[config.mk]
export PLATFORM = sky130hd
export DESIGN_NAME = wcp_datapath
export DESIGN_NICKNAME = d
export VERILOG_FILES = /design/src/sv/wcp_pkg.sv /design/src/sv/wcp_datapath.sv
export SDC_FILE = /design/constraint.sdc
export NUM_CORES = 1
export LEC_CHECK = 0
export ABC_CLOCK_PERIOD_IN_PS = 77000
export BUFFER_PORTS_ARGS = -buffer_cell sky130_fd_sc_hd__buf_4
export CORE_ASPECT_RATIO = 0.75
export CORE_MARGIN = 4
export CORE_UTILIZATION = 45
export DETAILED_ROUTE_END_ITERATION = 7
export PLACE_DENSITY = 0.71
export SLEW_MARGIN = 10
export SYNTH_ARGS = -nofsm -noshare
export SYNTH_HDL_FRONTEND = slang
export SYNTH_SLANG_ARGS = --single-unit
[constraint.sdc]
create_clock -name vclk -period 77
set_input_delay 11.55 -clock vclk [all_inputs]
set_output_delay 11.55 -clock vclk [all_outputs]
set_load 0.01 [all_outputs]
[src/sv/wcp_pkg.sv]
// ----------------------------------------------------------------------------
// wcp_pkg
// Shared constants, register map, wall case codes and configuration types
// for the wall centering PID unit.
// ----------------------------------------------------------------------------
package wcp_pkg;

  localparam int DIST_BITS      = 11;
  localparam int GAIN_FRAC_BITS = 8;

  localparam int GAIN_W     = 12;
  localparam int CORR_W     = 8;
  localparam int PWM_W      = 8;
  localparam int CASE_W     = 3;
  localparam int ESUM_W     = 9;
  localparam int HELD_W     = 9;
  localparam int SUM_LIMIT  = 200;
  localparam int PWM_MAX    = 255;

  localparam int APB_DATA_W = 32;
  localparam int APB_ADDR_W = 5;
  localparam int REG_IDX_W  = 3;

  localparam logic [REG_IDX_W-1:0] REG_ENABLE         = 3'd0;
  localparam logic [REG_IDX_W-1:0] REG_GAIN_P         = 3'd1;
  localparam logic [REG_IDX_W-1:0] REG_GAIN_I         = 3'd2;
  localparam logic [REG_IDX_W-1:0] REG_GAIN_D         = 3'd3;
  localparam logic [REG_IDX_W-1:0] REG_MAX_CORRECTION = 3'd4;
  localparam logic [REG_IDX_W-1:0] REG_CENTER_TARGET  = 3'd5;
  localparam logic [REG_IDX_W-1:0] REG_VALID_MIN      = 3'd6;
  localparam logic [REG_IDX_W-1:0] REG_VALID_MAX      = 3'd7;

  localparam logic [CASE_W-1:0] CASE_DISABLED  = 3'd0;
  localparam logic [CASE_W-1:0] CASE_HOLD      = 3'd1;
  localparam logic [CASE_W-1:0] CASE_BOTH_OPEN = 3'd2;
  localparam logic [CASE_W-1:0] CASE_LEFT_OPEN = 3'd3;
  localparam logic [CASE_W-1:0] CASE_RIGHT_OPEN = 3'd4;
  localparam logic [CASE_W-1:0] CASE_TWO_WALLS = 3'd5;

  localparam logic              RST_ENABLE         = 1'b1;
  localparam logic [GAIN_W-1:0] RST_GAIN_P         = 12'd512;
  localparam logic [GAIN_W-1:0] RST_GAIN_I         = 12'd0;
  localparam logic [GAIN_W-1:0] RST_GAIN_D         = 12'd128;
  localparam logic [CORR_W-1:0] RST_MAX_CORRECTION = 8'd60;
  localparam int                RST_CENTER_TARGET  = 90;
  localparam int                RST_VALID_MIN      = 20;
  localparam int                RST_VALID_MAX      = 400;

  typedef struct packed {
    logic              enable;
    logic [GAIN_W-1:0] gain_p;
    logic [GAIN_W-1:0] gain_i;
    logic [GAIN_W-1:0] gain_d;
    logic [CORR_W-1:0] max_correction;
  } ctrl_cfg_t;

endpackage

[src/sv/wcp_datapath.sv]
// ----------------------------------------------------------------------------
// wcp_datapath
// Single-pass wall case selection, PID sum with clamps, and wheel drive
// saturation, computed from one registered request and the current state.
// ----------------------------------------------------------------------------
module wcp_datapath
  import wcp_pkg::*;
#(
  parameter int DistBits     = DIST_BITS,
  parameter int GainFracBits = GAIN_FRAC_BITS
) (
  input  ctrl_cfg_t                  ctrl_cfg_i,
  input  logic [DistBits-1:0]        center_target_i,
  input  logic [DistBits-1:0]        valid_min_i,
  input  logic [DistBits-1:0]        valid_max_i,
  input  logic [DistBits-1:0]        left_distance_i,
  input  logic [DistBits-1:0]        right_distance_i,
  input  logic [DistBits-1:0]        left_open_limit_i,
  input  logic [DistBits-1:0]        right_open_limit_i,
  input  logic [PWM_W-1:0]           base_pwm_i,
  input  logic signed [ESUM_W-1:0]   error_sum_i,
  input  logic signed [DistBits:0]   last_error_i,
  input  logic signed [HELD_W-1:0]   held_i,
  output logic                       update_o,
  output logic signed [ESUM_W-1:0]   error_sum_o,
  output logic signed [DistBits:0]   last_error_o,
  output logic signed [HELD_W-1:0]   held_o,
  output logic [PWM_W-1:0]           left_pwm_o,
  output logic [PWM_W-1:0]           right_pwm_o,
  output logic [CASE_W-1:0]          wall_case_o
);

  localparam int EW = DistBits + 1;
  localparam int SW = DistBits + 2;
  localparam int AW = GAIN_W + SW + 3;

  logic                 outlier;
  logic                 open_l;
  logic                 open_r;
  logic signed [EW-1:0] err;
  logic [CASE_W-1:0]    pid_case;
  logic signed [SW-1:0] esum_raw;
  logic signed [SW-1:0] esum_lim;
  logic signed [ESUM_W-1:0] esum_new;
  logic signed [AW-1:0] gp_x;
  logic signed [AW-1:0] gi_x;
  logic signed [AW-1:0] gd_x;
  logic signed [AW-1:0] e_x;
  logic signed [AW-1:0] s_x;
  logic signed [AW-1:0] d_x;
  logic signed [AW-1:0] pid_sum;
  logic signed [AW-1:0] lim;
  logic signed [AW-1:0] pid_clamped;
  logic signed [AW-1:0] pid_abs;
  logic [HELD_W-1:0]    mag;
  logic signed [AW-1:0] corr;
  logic signed [AW-1:0] base_s;

  function automatic logic [PWM_W-1:0] drive_level(input logic signed [AW-1:0] lvl);
    logic signed [AW-1:0] whole;
    whole = lvl >>> GainFracBits;
    if (lvl <= 0) begin
      drive_level = '0;
    end else if (whole > AW'(PWM_MAX)) begin
      drive_level = PWM_W'(PWM_MAX);
    end else begin
      drive_level = whole[PWM_W-1:0];
    end
  endfunction

  assign outlier = (left_distance_i < valid_min_i) || (left_distance_i > valid_max_i) ||
                   (right_distance_i < valid_min_i) || (right_distance_i > valid_max_i);
  assign open_l  = left_distance_i > left_open_limit_i;
  assign open_r  = right_distance_i > right_open_limit_i;

  always_comb begin
    if (open_l && open_r) begin
      err      = '0;
      pid_case = CASE_BOTH_OPEN;
    end else if (open_l) begin
      err      = $signed({1'b0, center_target_i}) - $signed({1'b0, right_distance_i});
      pid_case = CASE_LEFT_OPEN;
    end else if (open_r) begin
      err      = $signed({1'b0, left_distance_i}) - $signed({1'b0, center_target_i});
      pid_case = CASE_RIGHT_OPEN;
    end else begin
      err      = $signed({1'b0, left_distance_i}) - $signed({1'b0, right_distance_i});
      pid_case = CASE_TWO_WALLS;
    end
  end

  always_comb begin
    esum_raw = SW'(error_sum_i) + SW'(err);
    if (esum_raw > $signed(SW'(SUM_LIMIT))) begin
      esum_lim = $signed(SW'(SUM_LIMIT));
    end else if (esum_raw < -$signed(SW'(SUM_LIMIT))) begin
      esum_lim = -$signed(SW'(SUM_LIMIT));
    end else begin
      esum_lim = esum_raw;
    end
    esum_new = esum_lim[ESUM_W-1:0];
  end

  always_comb begin
    gp_x    = $signed(AW'(ctrl_cfg_i.gain_p));
    gi_x    = $signed(AW'(ctrl_cfg_i.gain_i));
    gd_x    = $signed(AW'(ctrl_cfg_i.gain_d));
    e_x     = AW'(err);
    s_x     = AW'(esum_new);
    d_x     = AW'(err) - AW'(last_error_i);
    pid_sum = gp_x * e_x + gi_x * s_x + gd_x * d_x;
    lim     = $signed(AW'({ctrl_cfg_i.max_correction, {GainFracBits{1'b0}}}));
    if (pid_sum > lim) begin
      pid_clamped = lim;
    end else if (pid_sum < -lim) begin
      pid_clamped = -lim;
    end else begin
      pid_clamped = pid_sum;
    end
    pid_abs = pid_clamped[AW-1] ? -pid_clamped : pid_clamped;
    mag     = HELD_W'(pid_abs >>> GainFracBits);
  end

  always_comb begin
    base_s = $signed(AW'({base_pwm_i, {GainFracBits{1'b0}}}));
    corr   = outlier ? (AW'(held_i) <<< GainFracBits) : pid_clamped;
  end

  always_comb begin
    update_o     = ctrl_cfg_i.enable && !outlier;
    error_sum_o  = esum_new;
    last_error_o = err;
    held_o       = pid_clamped[AW-1] ? -$signed(mag) : $signed(mag);
    if (!ctrl_cfg_i.enable) begin
      left_pwm_o  = base_pwm_i;
      right_pwm_o = base_pwm_i;
      wall_case_o = CASE_DISABLED;
    end else begin
      left_pwm_o  = drive_level(base_s - corr);
      right_pwm_o = drive_level(base_s + corr);
      wall_case_o = outlier ? CASE_HOLD : pid_case;
    end
  end

endmodule

Word level (Yosys, flattened, before mapping):

Index checks and enable logic that the tools add are counted.

* flip-flop bits (word level): 0
* latch bits: 0
* RAM bits: 0
* memory bits (read-only): 0
* bits of input ports: 160
* output and inout bits: 50
* logic and storage cells: 56
* memories: 0

* $add $sub $neg: 12
* multipliers: 3
* divide/modulo/power cells: 0
* $lt $le $gt $ge: 14
* equality and inequality tests: 0
* shift operators: 0
* muxes and demuxes: 21
* bitwise gates (word level): 0
* reduce and logical (&&, ||, !) cells: 6

Operators by type and width (number)
* 28-bit two-way mux: 3
* 28-bit by 1-bit <= comparator with 1-bit output (second input constant): 2
* 8-bit two-way mux: 6
* 11-bit greater-than comparator: 4
* 20-bit by 9-bit greater-than comparator with 1-bit output (second input constant): 2
* 12-bit two-way mux: 3
* 11-bit by 11-bit subtractor with 12-bit output: 3
* 17-bit by 28-bit adder with 28-bit output: 1
* 27-bit by 28-bit less-than comparator with 1-bit output: 1
* 16-bit negation with 28-bit output: 1
* 17-bit by 28-bit subtractor with 28-bit output: 1
* 26-bit by 26-bit adder with 27-bit output: 1
* 27-bit by 17-bit greater-than comparator with 1-bit output: 1
* 9-bit two-way mux: 3
* 25-bit by 22-bit adder with 26-bit output: 1
* 13-bit by 13-bit multiplier with 26-bit output: 1
* 13-bit by 12-bit multiplier with 25-bit output: 1
* 11-bit less-than comparator: 2
* 13-bit by 9-bit multiplier with 22-bit output: 1
* 17-bit two-way mux: 1
* 17-bit negation: 1
* 9-bit by 12-bit adder with 13-bit output: 1
* 13-bit by 9-bit greater-than comparator with 1-bit output (second input constant): 1
* 13-bit by 9-bit less-than comparator with 1-bit output (second input constant): 1
* 7 further kinds: 13

Depth between registers and ports, before layout:

* word-level depth: 20
* depth in mapped cells: 87
* gate-level depth less buffers: 81

Worst setup path after synthesis:

Ideal clock, no wire load.

* path kind: input to output
* start point: input port right_open_limit_i[2]
* end point: output port right_pwm_o[2]
* arrival time: 29018 ps
* required time: 65450 ps
* setup slack: 36432 ps
* stages on the path: 83
* path buffers: 5
* cells stage by stage: inv_1 ha_1 a21oi_1 nand2_1 a2111oi_0 o21ai_0 nand2_1 buf_1 nand2_1 o21ai_0 ha_1 inv_1 fa_1 a22oi_1 clkbuf_1 inv_1 ha_1 a21o_1 [47 not listed] a21oi_1 mux2_2 ha_1 a21o_1 a21oi_1 o21bai_1 a21oi_1 o21bai_1 a21oi_1 o21bai_1 a21o_1 o221a_2 o32ai_1 nand4_1 or4_1 buf_2 o21ai_1 o21ai_1

* word-level cells in the longest chain between the ends: 20
* elaborated cells between the ends (all ways): 27
* classes of those cells: add/sub (5); mul (3); order compare (7); mux (11); reduce/logical (1)

Ends and longest elaborated chain
* start, declared: RTL line wcp_datapath.sv:19 `input logic [DistBits-1:0] right_open_limit_i,`
* 11-bit greater-than comparator (*): RTL line wcp_datapath.sv:74 `assign open_r = right_distance_i > right_open_limit_i;`
* 12-bit two-way mux: RTL line wcp_datapath.sv:83 `end else if (open_r) begin`
* 12-bit two-way mux: RTL line wcp_datapath.sv:80 `end else if (open_l) begin`
* 12-bit two-way mux (*): RTL line wcp_datapath.sv:77 `if (open_l && open_r) begin`
* net last_error_o[1]: RTL line wcp_datapath.sv:26 `output logic signed [DistBits:0] last_error_o,`
* 9-bit by 12-bit adder with 13-bit output (*): RTL line wcp_datapath.sv:93 `esum_raw = SW'(error_sum_i) + SW'(err);`
* 13-bit by 9-bit less-than comparator with 1-bit output: RTL line wcp_datapath.sv:96 `end else if (esum_raw < -$signed(SW'(SUM_LIMIT))) begin`
* 9-bit two-way mux: RTL line wcp_datapath.sv:96
* [1 not listed]
* net error_sum_o[2]: RTL line wcp_datapath.sv:25 `output logic signed [ESUM_W-1:0] error_sum_o,`
* [4 not listed]
* 28-bit two-way mux: RTL line wcp_datapath.sv:115 `end else if (pid_sum < -lim) begin`
* 28-bit two-way mux (*): RTL line wcp_datapath.sv:113 `if (pid_sum > lim) begin`
* 28-bit two-way mux (*): RTL line wcp_datapath.sv:126 `corr = outlier ? (AW'(held_i) <<< GainFracBits) : pid_clamped;`
* 17-bit by 28-bit adder with 28-bit output (*): RTL line wcp_datapath.sv:140 `right_pwm_o = drive_level(base_s + corr);`
* 20-bit by 9-bit greater-than comparator with 1-bit output: RTL line wcp_datapath.sv:64 `end else if (whole > AW'(PWM_MAX)) begin`
* 8-bit two-way mux: RTL line wcp_datapath.sv:64
* 8-bit two-way mux (*): RTL line wcp_datapath.sv:62 `if (lvl <= 0) begin`
* 8-bit two-way mux (*): RTL line wcp_datapath.sv:134 `if (!ctrl_cfg_i.enable) begin`
* end, declared: RTL line wcp_datapath.sv:29 `output logic [PWM_W-1:0] right_pwm_o,`

The timed path passes the listed nets; every way through them passes the cells marked *.

Worst setup path after layout:

* start point: input port right_distance_i[2]
* end point: output port right_pwm_o[4]

* word-level cells in the longest chain between the ends: 20
* elaborated cells between the ends (all ways): 33
* classes of those cells: add/sub (7); mul (3); order compare (9); mux (11); reduce/logical (3)

Ends and longest elaborated chain
* start, declared: RTL line wcp_datapath.sv:17 `input logic [DistBits-1:0] right_distance_i,`
* 11-bit by 11-bit subtractor with 12-bit output / 11-bit greater-than comparator (equally long branches): RTL line wcp_datapath.sv:87, wcp_datapath.sv:74
* 12-bit two-way mux: RTL line wcp_datapath.sv:83
* 12-bit two-way mux: RTL line wcp_datapath.sv:80
* 12-bit two-way mux: RTL line wcp_datapath.sv:77
* 9-bit by 12-bit adder with 13-bit output: RTL line wcp_datapath.sv:93
* 13-bit by 9-bit less-than comparator with 1-bit output: RTL line wcp_datapath.sv:96
* 9-bit two-way mux: RTL line wcp_datapath.sv:96
* 9-bit two-way mux: RTL line wcp_datapath.sv:94 `if (esum_raw > $signed(SW'(SUM_LIMIT))) begin`
* [4 not listed]
* 28-bit two-way mux: RTL line wcp_datapath.sv:115
* 28-bit two-way mux: RTL line wcp_datapath.sv:113
* 28-bit two-way mux (*): RTL line wcp_datapath.sv:126
* 17-bit by 28-bit adder with 28-bit output (*): RTL line wcp_datapath.sv:140
* 20-bit by 9-bit greater-than comparator with 1-bit output: RTL line wcp_datapath.sv:64
* 8-bit two-way mux: RTL line wcp_datapath.sv:64
* 8-bit two-way mux (*): RTL line wcp_datapath.sv:62
* 8-bit two-way mux (*): RTL line wcp_datapath.sv:134

Mark *: on every way between the ends. The rest lies on a longest branch, timed or not.

==> key figures <==
Outcome
  • Status: finished, final reports clean

Cells and area
  • Most frequent cells in the layout: inv_1 (581), fa_1 (371), ha_1 (333), nand2_1 (260), buf_4 (235)
  • Fill count: 4544
  • Area Overhead vs Synth: 10.3%
  • Layout cells sized above 1: 10.4%
  • Commonest non-fill, non-tap cell in the layout: inv_1
  • CLK BUF: 0
  • Register area: 0 um^2
  • Layout Utilization: 50.6%
  • Multi-input logic area: 18700 um^2
  • Non-filler instance count after layout: 3335
  • Layout net count: 3571
  • N_diodes: 0
  • Flip-flop and latch count: 0

Global routing
  • Remaining global-route overflow: 0
  • M1 GR Usage: 35.7%
  • Initial antenna violation count: 0
  • Gr busiest metal: met2
  • Vias in the first global route: 19059
  • Met2 Usage GRT: 40.6%
  • Grt met3 use: 2.90%
  • Gr usage total: 24.9%
  • First-pass GRT wire length: 102000 um
  • Largest net degree at the start of global routing: 19

Timing
  • Minimum clock period: 43.87 ns
  • Tightest Pin Transition: 1.27 ns
  • Unrepaired setup endpoints after global routing: false
  • Final setup fails: 0
  • Total negative setup slack: 0 ns
  • Final Hold Viols: 0
  • Rel. slew slack: 15.6%
  • Fmax achieved: 0.0228 GHz
  • Slew Limit Fails: 0
  • Final worst path period share: 57.0%

Detailed routing
  • Pre-antenna DRT Iters: 5
  • Vias post-DR: 18126
  • Routed WL: 62800 um
  • Routed Antenna Nets: 0
  • Initial DRC count: 1077
  • Via/cell ratio: 5.44
  • WL/cell: 18.8 um
  • Remaining DRCs: 0

Synthesis
  • Warnings, synthesis: 0
  • Top cell type's share of synthesized area: 35.0%
  • Register area share after synthesis: 0%
  • Largest cells by area after synthesis: fa_1 (35%), ha_1 (20%), inv_1 (10%)
  • Yosys cell types: 89
  • Largest area contributor in the netlist: fa_1
  • Syn avg cell area: 8.28 um^2
  • Post-Syn Instances: 2560
  • Netlist Area Pre-Place: 21200 um^2
  • Syn_nets: 3424

Setup path
  • WS Path Type: in2out
  • CP Max Fanout: 17
  • Max incr delay on CP: 0.93 ns
  • Family with the most delay on the worst path: compound AO/OA/AOI/OAI gates
  • Worst path arrival time: 32.32 ns
  • WP buf/inv: 10
  • CP Capture Type: output pin
  • Worst path slowest cell: mux2i_2
  • Most common cell on crit path: a21oi_1
  • CP required: 65.45 ns
  • Startpoint types: primary input

Die
  • Core Region: 46300 um^2
  • Die Footprint: 50700 um^2
  • Rows: 68
  • Starting Density: 45.8%
  • Die X: 259 um
  • Boundary Pins: 210
  • Chip Height: 196 um

Flow run
  • Max_cap viols: 0

Hold path
  • Type of the worst min-delay path: in2out

Clock tree
  • Cts hold-fix bufs: 0
  • Gates resized, CTS repair: 0
  • Post-CTS setup buffer count: 0

Place
  • Gpl congestion: 0.963
  • Placed cell count: 3335
  • Port Buf Inserts: 210
  • Hpwl dp: 55300 um
area by class of cell:
| cell class | instances | area share (%) |
|---|---|---|
| inverters | 583 | 9.36 |
| multi-input cells | 1887 | 79.7 |
| well taps | 630 | 3.37 |
| repair buffers | 235 | 7.54 |
path summary, 6_finish.rpt:
check                      startpoint              to  slack (ns)  cells after the start
setup / recovery  right_distance_i[2]  right_pwm_o[4]       33.13                     78
hold / removal          base_pwm_i[6]   left_pwm_o[6]       23.45                      3
layer usage:
layer  up-vias  routed length, um
li1       8337                  -
met1      9058              27900
met2       644              28900
met3        87               4330
met4         0               1700
met5         -                  0
tightest hold or removal path, stage by stage:
cell	delay, ns
buf_4	0.10
a22o_1	0.13
buf_4	0.12
cell usage after synthesis, types with 18 or more instances:
master / n
inv_1: 581
fa_1: 371
ha_1: 333
nand2_1: 260
and2_1: 107
nor2_1: 104
a21oi_1: 89
nor2b_1: 83
clkbuf_1: 68
o21ai_0: 61
xnor2_1: 61
nand2b_1: 43
a21o_1: 31
nor3_1: 28
xor2_1: 23
o21bai_1: 21
nand4_1: 20
nand3_1: 19
o21a_1: 19
mux2i_1: 18
kinds of logic (layout without fill, tap and decap cells):
| logic type | after synthesis | count (layout) | synth area share, % |
|---|---|---|---|
| adders and majority gates | 704 | 704 | 54.7 |
| buffers and inverters | 673 | 818 | 12.1 |
| muxes | 25 | 25 | 1.22 |
| AOI/OAI and AO/OA | 354 | 354 | 11.5 |
| xor gates and xnor gates | 85 | 85 | 3.55 |
| and+or+nand+nor | 719 | 719 | 16.9 |
metrics by stage:
stage	hold WS, ns	area (um^2)	setup WS (ns)
floorplan	23.21	21200	36.43
global placement	23.45	23400	34.04
detailed placement	23.45	23400	33.50
CTS	23.45	23400	33.46
global route	23.46	23400	31.76
finish	23.45	23400	33.13
Power is left out: the tool's default activity adds up to more than one toggle a clock period on the data nets, which glitch-free logic cannot reach.
