--- src/sv/wcp_pkg.sv ---
// ----------------------------------------------------------------------------
// wcp_pkg
// Shared constants, register map, wall case codes and configuration types
// for the wall centering PID unit.
// ----------------------------------------------------------------------------
package wcp_pkg;

  localparam int DIST_BITS      = 11;
  localparam int GAIN_FRAC_BITS = 8;

  localparam int GAIN_W     = 12;
  localparam int CORR_W     = 8;
  localparam int PWM_W      = 8;
  localparam int CASE_W     = 3;
  localparam int ESUM_W     = 9;
  localparam int HELD_W     = 9;
  localparam int SUM_LIMIT  = 200;
  localparam int PWM_MAX    = 255;

  localparam int APB_DATA_W = 32;
  localparam int APB_ADDR_W = 5;
  localparam int REG_IDX_W  = 3;

  localparam logic [REG_IDX_W-1:0] REG_ENABLE         = 3'd0;
  localparam logic [REG_IDX_W-1:0] REG_GAIN_P         = 3'd1;
  localparam logic [REG_IDX_W-1:0] REG_GAIN_I         = 3'd2;
  localparam logic [REG_IDX_W-1:0] REG_GAIN_D         = 3'd3;
  localparam logic [REG_IDX_W-1:0] REG_MAX_CORRECTION = 3'd4;
  localparam logic [REG_IDX_W-1:0] REG_CENTER_TARGET  = 3'd5;
  localparam logic [REG_IDX_W-1:0] REG_VALID_MIN      = 3'd6;
  localparam logic [REG_IDX_W-1:0] REG_VALID_MAX      = 3'd7;

  localparam logic [CASE_W-1:0] CASE_DISABLED  = 3'd0;
  localparam logic [CASE_W-1:0] CASE_HOLD      = 3'd1;
  localparam logic [CASE_W-1:0] CASE_BOTH_OPEN = 3'd2;
  localparam logic [CASE_W-1:0] CASE_LEFT_OPEN = 3'd3;
  localparam logic [CASE_W-1:0] CASE_RIGHT_OPEN = 3'd4;
  localparam logic [CASE_W-1:0] CASE_TWO_WALLS = 3'd5;

  localparam logic              RST_ENABLE         = 1'b1;
  localparam logic [GAIN_W-1:0] RST_GAIN_P         = 12'd512;
  localparam logic [GAIN_W-1:0] RST_GAIN_I         = 12'd0;
  localparam logic [GAIN_W-1:0] RST_GAIN_D         = 12'd128;
  localparam logic [CORR_W-1:0] RST_MAX_CORRECTION = 8'd60;
  localparam int                RST_CENTER_TARGET  = 90;
  localparam int                RST_VALID_MIN      = 20;
  localparam int                RST_VALID_MAX      = 400;

  typedef struct packed {
    logic              enable;
    logic [GAIN_W-1:0] gain_p;
    logic [GAIN_W-1:0] gain_i;
    logic [GAIN_W-1:0] gain_d;
    logic [CORR_W-1:0] max_correction;
  } ctrl_cfg_t;

endpackage

--- src/sv/wcp_regs.sv ---
// ----------------------------------------------------------------------------
// wcp_regs
// APB-style configuration register file with a state clear pulse on any
// write to the enable register.
// ----------------------------------------------------------------------------
module wcp_regs
  import wcp_pkg::*;
#(
  parameter int DistBits = DIST_BITS
) (
  input  logic                  clk_i,
  input  logic                  rst_ni,
  input  logic                  psel,
  input  logic                  penable,
  input  logic                  pwrite,
  input  logic [APB_ADDR_W-1:0] paddr,
  input  logic [APB_DATA_W-1:0] pwdata,
  output logic [APB_DATA_W-1:0] prdata,
  output logic                  pready,
  output ctrl_cfg_t             ctrl_cfg_o,
  output logic [DistBits-1:0]   center_target_o,
  output logic [DistBits-1:0]   valid_min_o,
  output logic [DistBits-1:0]   valid_max_o,
  output logic                  clear_o
);

  ctrl_cfg_t             ctrl_q;
  logic [DistBits-1:0]   center_q;
  logic [DistBits-1:0]   vmin_q;
  logic [DistBits-1:0]   vmax_q;
  logic                  wr_en;
  logic [REG_IDX_W-1:0]  idx;

  assign pready = 1'b1;
  assign wr_en  = psel & penable & pwrite;
  assign idx    = paddr[APB_ADDR_W-1:2];

  always_ff @(posedge clk_i or negedge rst_ni) begin
    if (!rst_ni) begin
      ctrl_q.enable         <= RST_ENABLE;
      ctrl_q.gain_p         <= RST_GAIN_P;
      ctrl_q.gain_i         <= RST_GAIN_I;
      ctrl_q.gain_d         <= RST_GAIN_D;
      ctrl_q.max_correction <= RST_MAX_CORRECTION;
      center_q              <= DistBits'(RST_CENTER_TARGET);
      vmin_q                <= DistBits'(RST_VALID_MIN);
      vmax_q                <= DistBits'(RST_VALID_MAX);
    end else if (wr_en) begin
      case (idx)
        REG_ENABLE:         ctrl_q.enable         <= pwdata[0];
        REG_GAIN_P:         ctrl_q.gain_p         <= pwdata[GAIN_W-1:0];
        REG_GAIN_I:         ctrl_q.gain_i         <= pwdata[GAIN_W-1:0];
        REG_GAIN_D:         ctrl_q.gain_d         <= pwdata[GAIN_W-1:0];
        REG_MAX_CORRECTION: ctrl_q.max_correction <= pwdata[CORR_W-1:0];
        REG_CENTER_TARGET:  center_q              <= pwdata[DistBits-1:0];
        REG_VALID_MIN:      vmin_q                <= pwdata[DistBits-1:0];
        REG_VALID_MAX:      vmax_q                <= pwdata[DistBits-1:0];
        default: ;
      endcase
    end
  end

  always_comb begin
    case (idx)
      REG_ENABLE:         prdata = APB_DATA_W'(ctrl_q.enable);
      REG_GAIN_P:         prdata = APB_DATA_W'(ctrl_q.gain_p);
      REG_GAIN_I:         prdata = APB_DATA_W'(ctrl_q.gain_i);
      REG_GAIN_D:         prdata = APB_DATA_W'(ctrl_q.gain_d);
      REG_MAX_CORRECTION: prdata = APB_DATA_W'(ctrl_q.max_correction);
      REG_CENTER_TARGET:  prdata = APB_DATA_W'(center_q);
      REG_VALID_MIN:      prdata = APB_DATA_W'(vmin_q);
      REG_VALID_MAX:      prdata = APB_DATA_W'(vmax_q);
      default:            prdata = '0;
    endcase
  end

  assign clear_o         = wr_en && (idx == REG_ENABLE);
  assign ctrl_cfg_o      = ctrl_q;
  assign center_target_o = center_q;
  assign valid_min_o     = vmin_q;
  assign valid_max_o     = vmax_q;

endmodule

--- config.mk ---
export PLATFORM = sky130hd
export DESIGN_NAME = wcp_regs
export DESIGN_NICKNAME = d
export VERILOG_FILES = /design/src/sv/wcp_pkg.sv /design/src/sv/wcp_regs.sv
export SDC_FILE = /design/constraint.sdc
export NUM_CORES = 1
export LEC_CHECK = 0
export ABC_AREA = 1
export BUFFER_PORTS_ARGS = -buffer_cell sky130_fd_sc_hd__clkbuf_2
export CAP_MARGIN = 10
export CORE_MARGIN = 2
export CORE_UTILIZATION = 54
export CTS_BUF_LIST = sky130_fd_sc_hd__clkbuf_8
export DETAILED_ROUTE_END_ITERATION = 8
export GPL_TIMING_DRIVEN = 0
export PLACE_DENSITY = 0.95
export SYNTH_ARGS = -nofsm -noshare
export SYNTH_HDL_FRONTEND = slang
export SYNTH_SLANG_ARGS = --single-unit
--- constraint.sdc ---
create_clock -name clk_i -period 2.3 [get_ports clk_i]
set_input_delay 0.575 -clock clk_i [delete_from_list [all_inputs] [get_ports clk_i]]
set_output_delay 0.575 -clock clk_i [all_outputs]
set_load 0.01 [all_outputs]
== Yosys cells after proc, flatten, opt, wreduce, memory -nomap -nowiden ==
Index checks and enable logic that the tools add are counted.

* Bits in registers: 78
* Bits of input ports: 42
* Output and inout bits: 112

* Equality and inequality tests: 7
* Mux-type cells: 1
* Bitwise gates (word level): 2
* Reductions and logical operators: 10

{| class="wikitable"
|+ Operators with widths
! operator !! number
|-
| case mux 32 bit (8 select lines) || 1
|-
| AND reduction 2 bit || 8
|-
| equality test 3 bit, second input constant || 4
|-
| equality test 3 x 2 -> 1 bit, second input constant || 2
|-
| equality test 3 x 1 -> 1 bit, second input constant || 1
|-
| logical NOT 3 bit || 1
|-
| bitwise AND 1 bit || 2
|-
| logical AND 1 bit || 1
|}

== Logic depth before layout (Yosys ltp) ==
Gate-level depths: netlist of the first run.

* Depth after elaboration: 3
* Depth in mapped cells: 8
* Mapped depth without buffers: 7

== Worst setup path before layout of the first run ==
No wires, ideal clock.

* Path kind: in2out
* Start: input paddr[3]
* End: output prdata[4]
* Arrival time: 1.399 ns
* Required time: 1.725 ns
* Slack: 0.326 ns
* Stages on the path: 6
* Buffers on the path: 2
* Path through: buf_2 clkbuf_1 nand4_1 o21ai_0 nor2_1 nand2_1

* Longest elaborated chain between the ends: 2
* Elaborated cells between the ends (all ways): 9

{| class="wikitable"
|+ Ends and longest elaborated chain
! what !! RTL line !! RTL
|-
| from (decl) || wcp_regs.sv:16 || <nowiki>input logic [APB_ADDR_W-1:0] paddr,</nowiki>
|-
| equality test 3 bit, or another cell as far along || wcp_regs.sv:64 || <nowiki>case (idx)</nowiki>
|-
| case mux 32 bit (8 select lines) * || wcp_regs.sv:64 ||
|-
| to (decl) || wcp_regs.sv:18 || <nowiki>output logic [APB_DATA_W-1:0] prdata,</nowiki>
|}

Every way passes the cells marked *; elsewhere a longest branch is shown, timed or not. The select of a mux whose other input is x is not followed.

== Worst setup path after layout of the first run ==
* Start: input paddr[4]
* End: output prdata[5]

The elaborated chain is that of the path after synthesis.

==> results by group, run 1 <==
Status
  – Status: complete, no violations

Critical path
  – Worst Path Arrival: 1.68 ns
  – Max stage delay on crit path: 0.31 ns
  – CP Launch Type: input pin
  – CP max-delay cell: nor3_4
  – CP Data Required Time: 1.73 ns
  – CP endpoint kind: output port
  – Worst-path cell chain: clkbuf_4, inv_4, nor3_4, nand2_1, nand2_1, nor2_1, nand2_1, clkbuf_2
  – Critical path class: in -> out
  – CP dominant cell by count: nand2_1
  – Worst-path fanout max: 10

Layout
  – Utilization after layout: 71.66%
  – Final Instance Count excl. Fillers: 713
  – Area delta synth->final: 28.12%
  – Antenna fix cells: 0
  – Layout cell share with drive strength beyond 1: 32.41%
  – Fin nets: 654
  – FF+latch area: 1972 sq um
  – Multi-input gate area: 1484 sq um
  – Layout fillers: 544

STA
  – Final slew viol count: 0
  – Final worst setup slack: 0.04795 ns
  – Unrepaired setup endpoints after global routing: false
  – Fin crit period: 2.252 ns
  – Fmax: 0.4440 GHz
  – Setup violators final: 0
  – Part of the cycle the worst path needs: 97.92%
  – Max Clock Skew: 0 ns
  – Final hold vios: 0

Yosys
  – Synth area leaders: dfrtp_1, nand2_1, dfstp_2, o21ai_1, nand4_1
  – Synth Area in XOR/XNOR: 0%
  – Most frequent cells after synthesis: nand2_1, dfrtp_1, o21ai_1, nor2_1, inv_1
  – Post-Syn Area: 3800 sq um
  – Post-Syn Area per Cell: 8.051 sq um
  – Gate count of the mapped netlist: 472
  – Post-synthesis sequential area ratio: 51.89%
  – Top-count cell post-synth: nand2_1
  – Area share of the largest cell type after synthesis: 40.83%
  – Synth cell types: 21
  – Post-synth EDFFs: 0
  – Main combinational cell family by area after synthesis: simple AND/OR/NAND/NOR gates
  – Compound-Gate Fraction of Synth Area: 11.99%
  – Yosys top cell by area: dfrtp_1
  – Most used DFF post-synth: dfrtp_1
  – Post-synth ARST share: 100.0%
  – Synth Area in Adders: 0%
  – Warnings, synthesis: 0
  – Register bit total from synthesis: 78
  – Mux contribution to synthesized area: 0%
  – Simple-Gate Fraction of Synth Area: 24.40%

Clock network
  – TritonCTS clock tree: done
  – # Post-CTS Setup Buffers: 0
  – Hold_buf cts: 0
  – CTS buffer count: 9
  – CTS clk-pin slew, worst paths: 0.09 ns
  – CTS Root Cell: clkbuf_8
  – Number of H-tree levels: 3
  – Clock buffer depth: 2
  – Clk sinks: 78
  – Clk_lat worst skew: 0.36 ns

Routing
  – Via density: 5.581
  – Post-Route WL: 11760 um
  – DR iter-0 viols: 583
  – Wirelength per Cell: 16.50 um
  – Vias post-DR: 3979
  – First-pass DRT Iterations: 6
  – Detail Route Antenna Nets: 0
  – DRC Markers: 0

Die
  – Die area: 7724 sq um
  – # IOs: 154
  – Chip width: 87.89 um
  – Core area: 6794 sq um
  – FP Rows: 30
  – Initial Utilization: 55.93%
  – Chip height: 87.89 um

Place
  – Placer Congestion: 0.9271
  – Dpl hpwl: 8392 um
  – Placed Instances: 697
  – PortBufs: 109
  – Pre-CTS setup slack: -0.1256 ns

Global routing
  – Largest net degree at the start of global routing: 64
  – First-pass GRT wire length: 17810 um
  – Overflow after GRT: 0
  – Initial antenna violation count: 0
  – Vias in the first global route: 3533
  – Gr usage total: 30.88%

Power
  – Leakage power: 2.616 nW
  – Total chip power: 0.004210 W
  – Pwr dens: 864.7 nW/um^2
  – Maximum VDD drop: 470.9 uV

Worst hold path
  – HP Class: in -> async

Flow run
  – Maxcap violations: 0
cells by family (layout without fill, tap and decap cells):
family / Yosys count / count (layout)
AOI/OAI and AO/OA: 91 / 91
buffers and inverters: 89 / 215
DFF: 78 / 78
other: 2 / 21
and+or+nand+nor: 212 / 212
cell type report:
| cell class | count | share of cell area (%) |
|---|---|---|
| Sequential cell | 78 | 40.50 |
| Multi-Input combinational cell | 324 | 30.48 |
| Timing Repair Buffer | 110 | 11.92 |
| Buffer | 44 | 6.271 |
| Inverter | 45 | 3.624 |
| Clock buffer | 9 | 2.544 |
| Tap cell | 96 | 2.467 |
| Clock inverter | 7 | 2.185 |
critical path: cells and delay by family:
family,cells,cell delay [ns]
buffers and inverters,3,0.41
and+or+nand+nor,5,0.68
stage by stage:
step / hold slack (ns) / TNS (ns) / instance area, sq um
4_1_cts: 0.09241 / 0 / 4816
6_report: 0.09674 / 0 / 4868
3_3_place_gp: 0.4685 / -0.8012 / 4537
2_1_floorplan: 0.2794 / 0 / 3871
5_1_grt: 0.09995 / 0 / 4868
3_5_place_dp: 0.4802 / -1.074 / 4567
sequential cells by signal, summed over array words and instances (netlist names):
signal           flops
ctrl_cfg_o          45
valid_min_o         11
valid_max_o         11
center_target_o     11
cell usage in the layout, fill, tap and decap left out, drive strengths merged:
cell,netlist,layout
nand2,123,123
clkbuf,3,121
o21ai,85,85
dfrtp,62,62
inv,45,48
nor2,46,46
buf,41,42
nand4,29,29
conb,2,21
dfstp,16,16
nand3,11,11
a21oi,6,6
bufinv,0,3
nor3,3,3
clkinv,0,1
power breakdown:
group / internal, W / leakage (nW) / switching (W)
sequential: 0.00169 / 0.946 / 0.000230
combinational: 0.000425 / 1.54 / 0.000643
clock: 0.000708 / 0.127 / 0.000514
worst paths after layout:
kind	from	endpoint	slack, ns	depth (start not counted)
max	paddr[4]	prdata[5]	0.05	8
min	rst_ni	ctrl_cfg_o[12]$_DFFE_PN0P_	0.1	1
max reg2reg	center_target_o[6]$_DFFE_PN1P_	center_target_o[6]$_DFFE_PN1P_	1.45	2
min reg2reg	valid_max_o[7]$_DFFE_PN1P_	valid_max_o[7]$_DFFE_PN1P_	0.49	2
max in group asynchronous	rst_ni	center_target_o[3]$_DFFE_PN1P_	1.57	2
min in group clk_i	pwdata[4]	valid_min_o[4]$_DFFE_PN1P_	0.44	3
timing repair:
action,in CTS,in global routing
resized for setup,9,22
hold endpoints to repair,0,0
endpoints found under the setup margin,11,12
pin swaps,0,2
gates cloned,0,0
routing by layer:
layer  part of all wire [%]  GRT usage, %  up-vias
met2                     46         46.97      327
li1                       -             -     1768
met3                     12         8.765       42
met4                    3.0         12.87        0
met5                      0             0        -
met1                     39         41.83     1842
Note: power is estimated with default switching activity, not from simulation.
==> run 2: changes to the inputs <==
--- a/config.mk
+++ b/config.mk
@@ -13,6 +13,7 @@
 export CTS_BUF_LIST = sky130_fd_sc_hd__clkbuf_8
 export DETAILED_ROUTE_END_ITERATION = 8
 export GPL_TIMING_DRIVEN = 0
+export MAX_ROUTING_LAYER = met4
 export PLACE_DENSITY = 0.95
 export SYNTH_ARGS = -nofsm -noshare
 export SYNTH_HDL_FRONTEND = slang
==> results by group, run 2 (synthesis results as in run 1) <==
Status
  – Status: complete, no violations

Global routing
  – First-pass GRT wire length: 17620 um (-1.0%)
  – Vias in the first global route: 3563 (+0.85%)
  – Gr usage total: 31.67% (+0.78 points)
  – Initial antenna violation count: 0 (unchanged)
  – Largest net degree at the start of global routing: 64 (unchanged)
  – Overflow after GRT: 0 (unchanged)

Routing
  – Wirelength per Cell: 16.03 um (-2.8%)
  – Post-Route WL: 11430 um (-2.8%)
  – DR iter-0 viols: 513 (-12%)
  – First-pass DRT Iterations: 5 (-1)
  – DRC Markers: 0 (unchanged)
  – Detail Route Antenna Nets: 0 (unchanged)
  – Via density: 5.474 (-1.9%)
  – Vias post-DR: 3903 (-1.9%)

Die
  – # IOs: 154 (unchanged)
  – Die area: 7724 sq um (unchanged)
  – FP Rows: 30 (unchanged)
  – Chip width: 87.89 um (unchanged)
  – Chip height: 87.89 um (unchanged)
  – Initial Utilization: 55.93% (unchanged)
  – Core area: 6794 sq um (unchanged)

Critical path
  – CP endpoint kind: output port
  – Worst Path Arrival: 1.71 ns (+0.03 ns)
  – Worst-path fanout max: 10 (unchanged)
  – CP Launch Type: input pin
  – Critical path class: in -> out
  – CP Data Required Time: 1.73 ns (about the same)

Worst hold path
  – HP Class: in -> async

Place
  – Dpl hpwl: 8313 um (-0.93%)
  – PortBufs: 109 (unchanged)
  – Placed Instances: 697 (unchanged)
  – Placer Congestion: 0.9674 (+4.3%)

Power
  – Leakage power: 2.604 nW (-0.45%)
  – Clock power share: 27.5% (-1.5 points)
  – Seq pwr share: 46.8% (+1.2 points)
  – Pwr dens: 848.0 nW/um^2 (-1.9%)
  – P_sw: 0.001361 W (-1.8%)
  – Gate power share: 25.7% (+0.3 points)
  – Pint: 0.002743 W (-2.8%)
  – Maximum VDD drop: 456.2 uV (-3.1%)
  – Sw Share: 33.16% (+0.23 points)

STA
  – Fin crit period: 2.288 ns (+0.03607 ns)
  – Part of the cycle the worst path needs: 99.48% (+1.6 points)
  – Max Clock Skew: 0 ns (unchanged)
  – Final slew viol count: 0 (unchanged)
  – Final hold vios: 0 (unchanged)
  – Final setup TNS: 0 ns (unchanged)
  – Setup violators final: 0 (unchanged)
  – Fmax: 0.4370 GHz (-1.6%)

Clock network
  – Clock buffer depth: 2 (unchanged)
  – CTS clk-pin slew, worst paths: 0.08 ns (about the same)
  – Clk sinks: 78 (unchanged)
  – TritonCTS clock tree: done
  – Clk_lat worst skew: 0.35 ns (about the same)
  – Number of H-tree levels: 3 (unchanged)
  – CTS Root Cell: clkbuf_8
  – Hold_buf cts: 0 (unchanged)
  – # Post-CTS Setup Buffers: 0 (unchanged)
  – CTS buffer count: 9 (unchanged)

Layout
  – Most common cell after layout, fill and taps aside: nand2_1
  – Fin nets: 654 (unchanged)
  – Multi-input gate area: 1476 sq um (-0.51%)
  – Max FFs per register: 45 (unchanged)
  – Final Instance Count excl. Fillers: 713 (unchanged)
  – FF+latch area: 1972 sq um (unchanged)
  – Commonest cells after routing, fill and taps aside: nand2_1, clkbuf_2, dfrtp_1
  – Layout fillers: 528 (-2.9%)
  – Layout cell share with drive strength beyond 1: 32.58% (+0.16 points)
  – Area delta synth->final: 27.36%
  – Antenna fix cells: 0 (unchanged)

Flow run
  – Maxcap violations: 0 (unchanged)
-- run 2: cell count changes in the layout (fill, tap and decap cells not counted), sizes merged --
cell / previous run / this run
inv: 48 / 47
buf: 42 / 41
clkbuf: 121 / 123
clkinv: 1 / 2
bufinv: 3 / 2
-- run 2: layer usage --
layer	GRT usage, %	vias up	part of all wire (%)
met1	41.49	1818	40
met2	47.80	266	46
met5	-	-	0
met4	14.69	0	3.1
met3	6.126	42	11
li1	-	1777	-
-- run 2: per-stage QoR --
stage / utilization [%] / area [sq um] / worst slack, ns / hold slack [ns] / power [W]
after floorplan: - / 3871 / 0.3262 / 0.2794 / 0.002452
after global placement: 66.78 / 4537 / -0.09742 / 0.4685 / 0.002929
after detailed placement: 67.22 / 4567 / -0.1325 / 0.4782 / 0.002973
after CTS: 70.61 / 4797 / 0.004833 / 0.1048 / 0.004084
after global routing: 71.23 / 4840 / -0.02588 / 0.1159 / 0.004312
final: 71.23 / 4840 / 0.01188 / 0.1029 / 0.004104
-- run 2: worst max-delay path, stage by stage --
cell,delay (ns)
clkbuf_4,0.19
buf_6,0.17
clkbuf_4,0.22
nand4_1,0.14
nand2_1,0.12
nor2_1,0.06
nand3_1,0.08
clkbuf_2,0.15
-- run 2: final cells by class --
class / instances / area share [%]
Clock buffer: 10 / 2.844
Buffer: 44 / 6.231
Timing Repair Buffer: 110 / 11.94
Clock inverter: 6 / 1.603
Sequential cell: 78 / 40.74
Multi-Input combinational cell: 324 / 30.51
Inverter: 45 / 3.645
Tap cell: 96 / 2.482
-- run 2: repair_timing --
| action | CTS | global route |
|---|---|---|
| pin swaps | 0 | 1 |
| resized for setup | 9 | 18 |
| hold endpoints to repair | 0 | 0 |
| setup endpoints to repair | 11 | 12 |
-- run 2: final timing paths --
check	from	slack, ns	to	depth (start not counted)
worst max-delay path	paddr[2]	0.01	prdata[0]	8
worst min-delay path	rst_ni	0.10	ctrl_cfg_o[30]$_DFFE_PN0P_	1
worst max register to register	center_target_o[4]$_DFFE_PN1P_	1.43	center_target_o[4]$_DFFE_PN1P_	2
worst min register to register	ctrl_cfg_o[41]$_DFFE_PN1P_	0.49	ctrl_cfg_o[41]$_DFFE_PN1P_	2
max in group asynchronous	rst_ni	1.57	center_target_o[6]$_DFFE_PN1P_	2
min in group clk_i	pwdata[2]	0.44	valid_min_o[2]$_DFFE_PN1P_	3
-- run 2: power groups by stage --
stage / clock network (W) / registers (W) / logic (W)
6_report: 0.00113 / 0.00192 / 0.00106
5_1_grt: 0.00119 / 0.00195 / 0.00118
4_1_cts: 0.00113 / 0.00191 / 0.00105
3_5_place_dp: 0 / 0.00194 / 0.00104
3_3_place_gp: 0 / 0.00193 / 0.00100
2_1_floorplan: 0 / 0.00203 / 0.000426
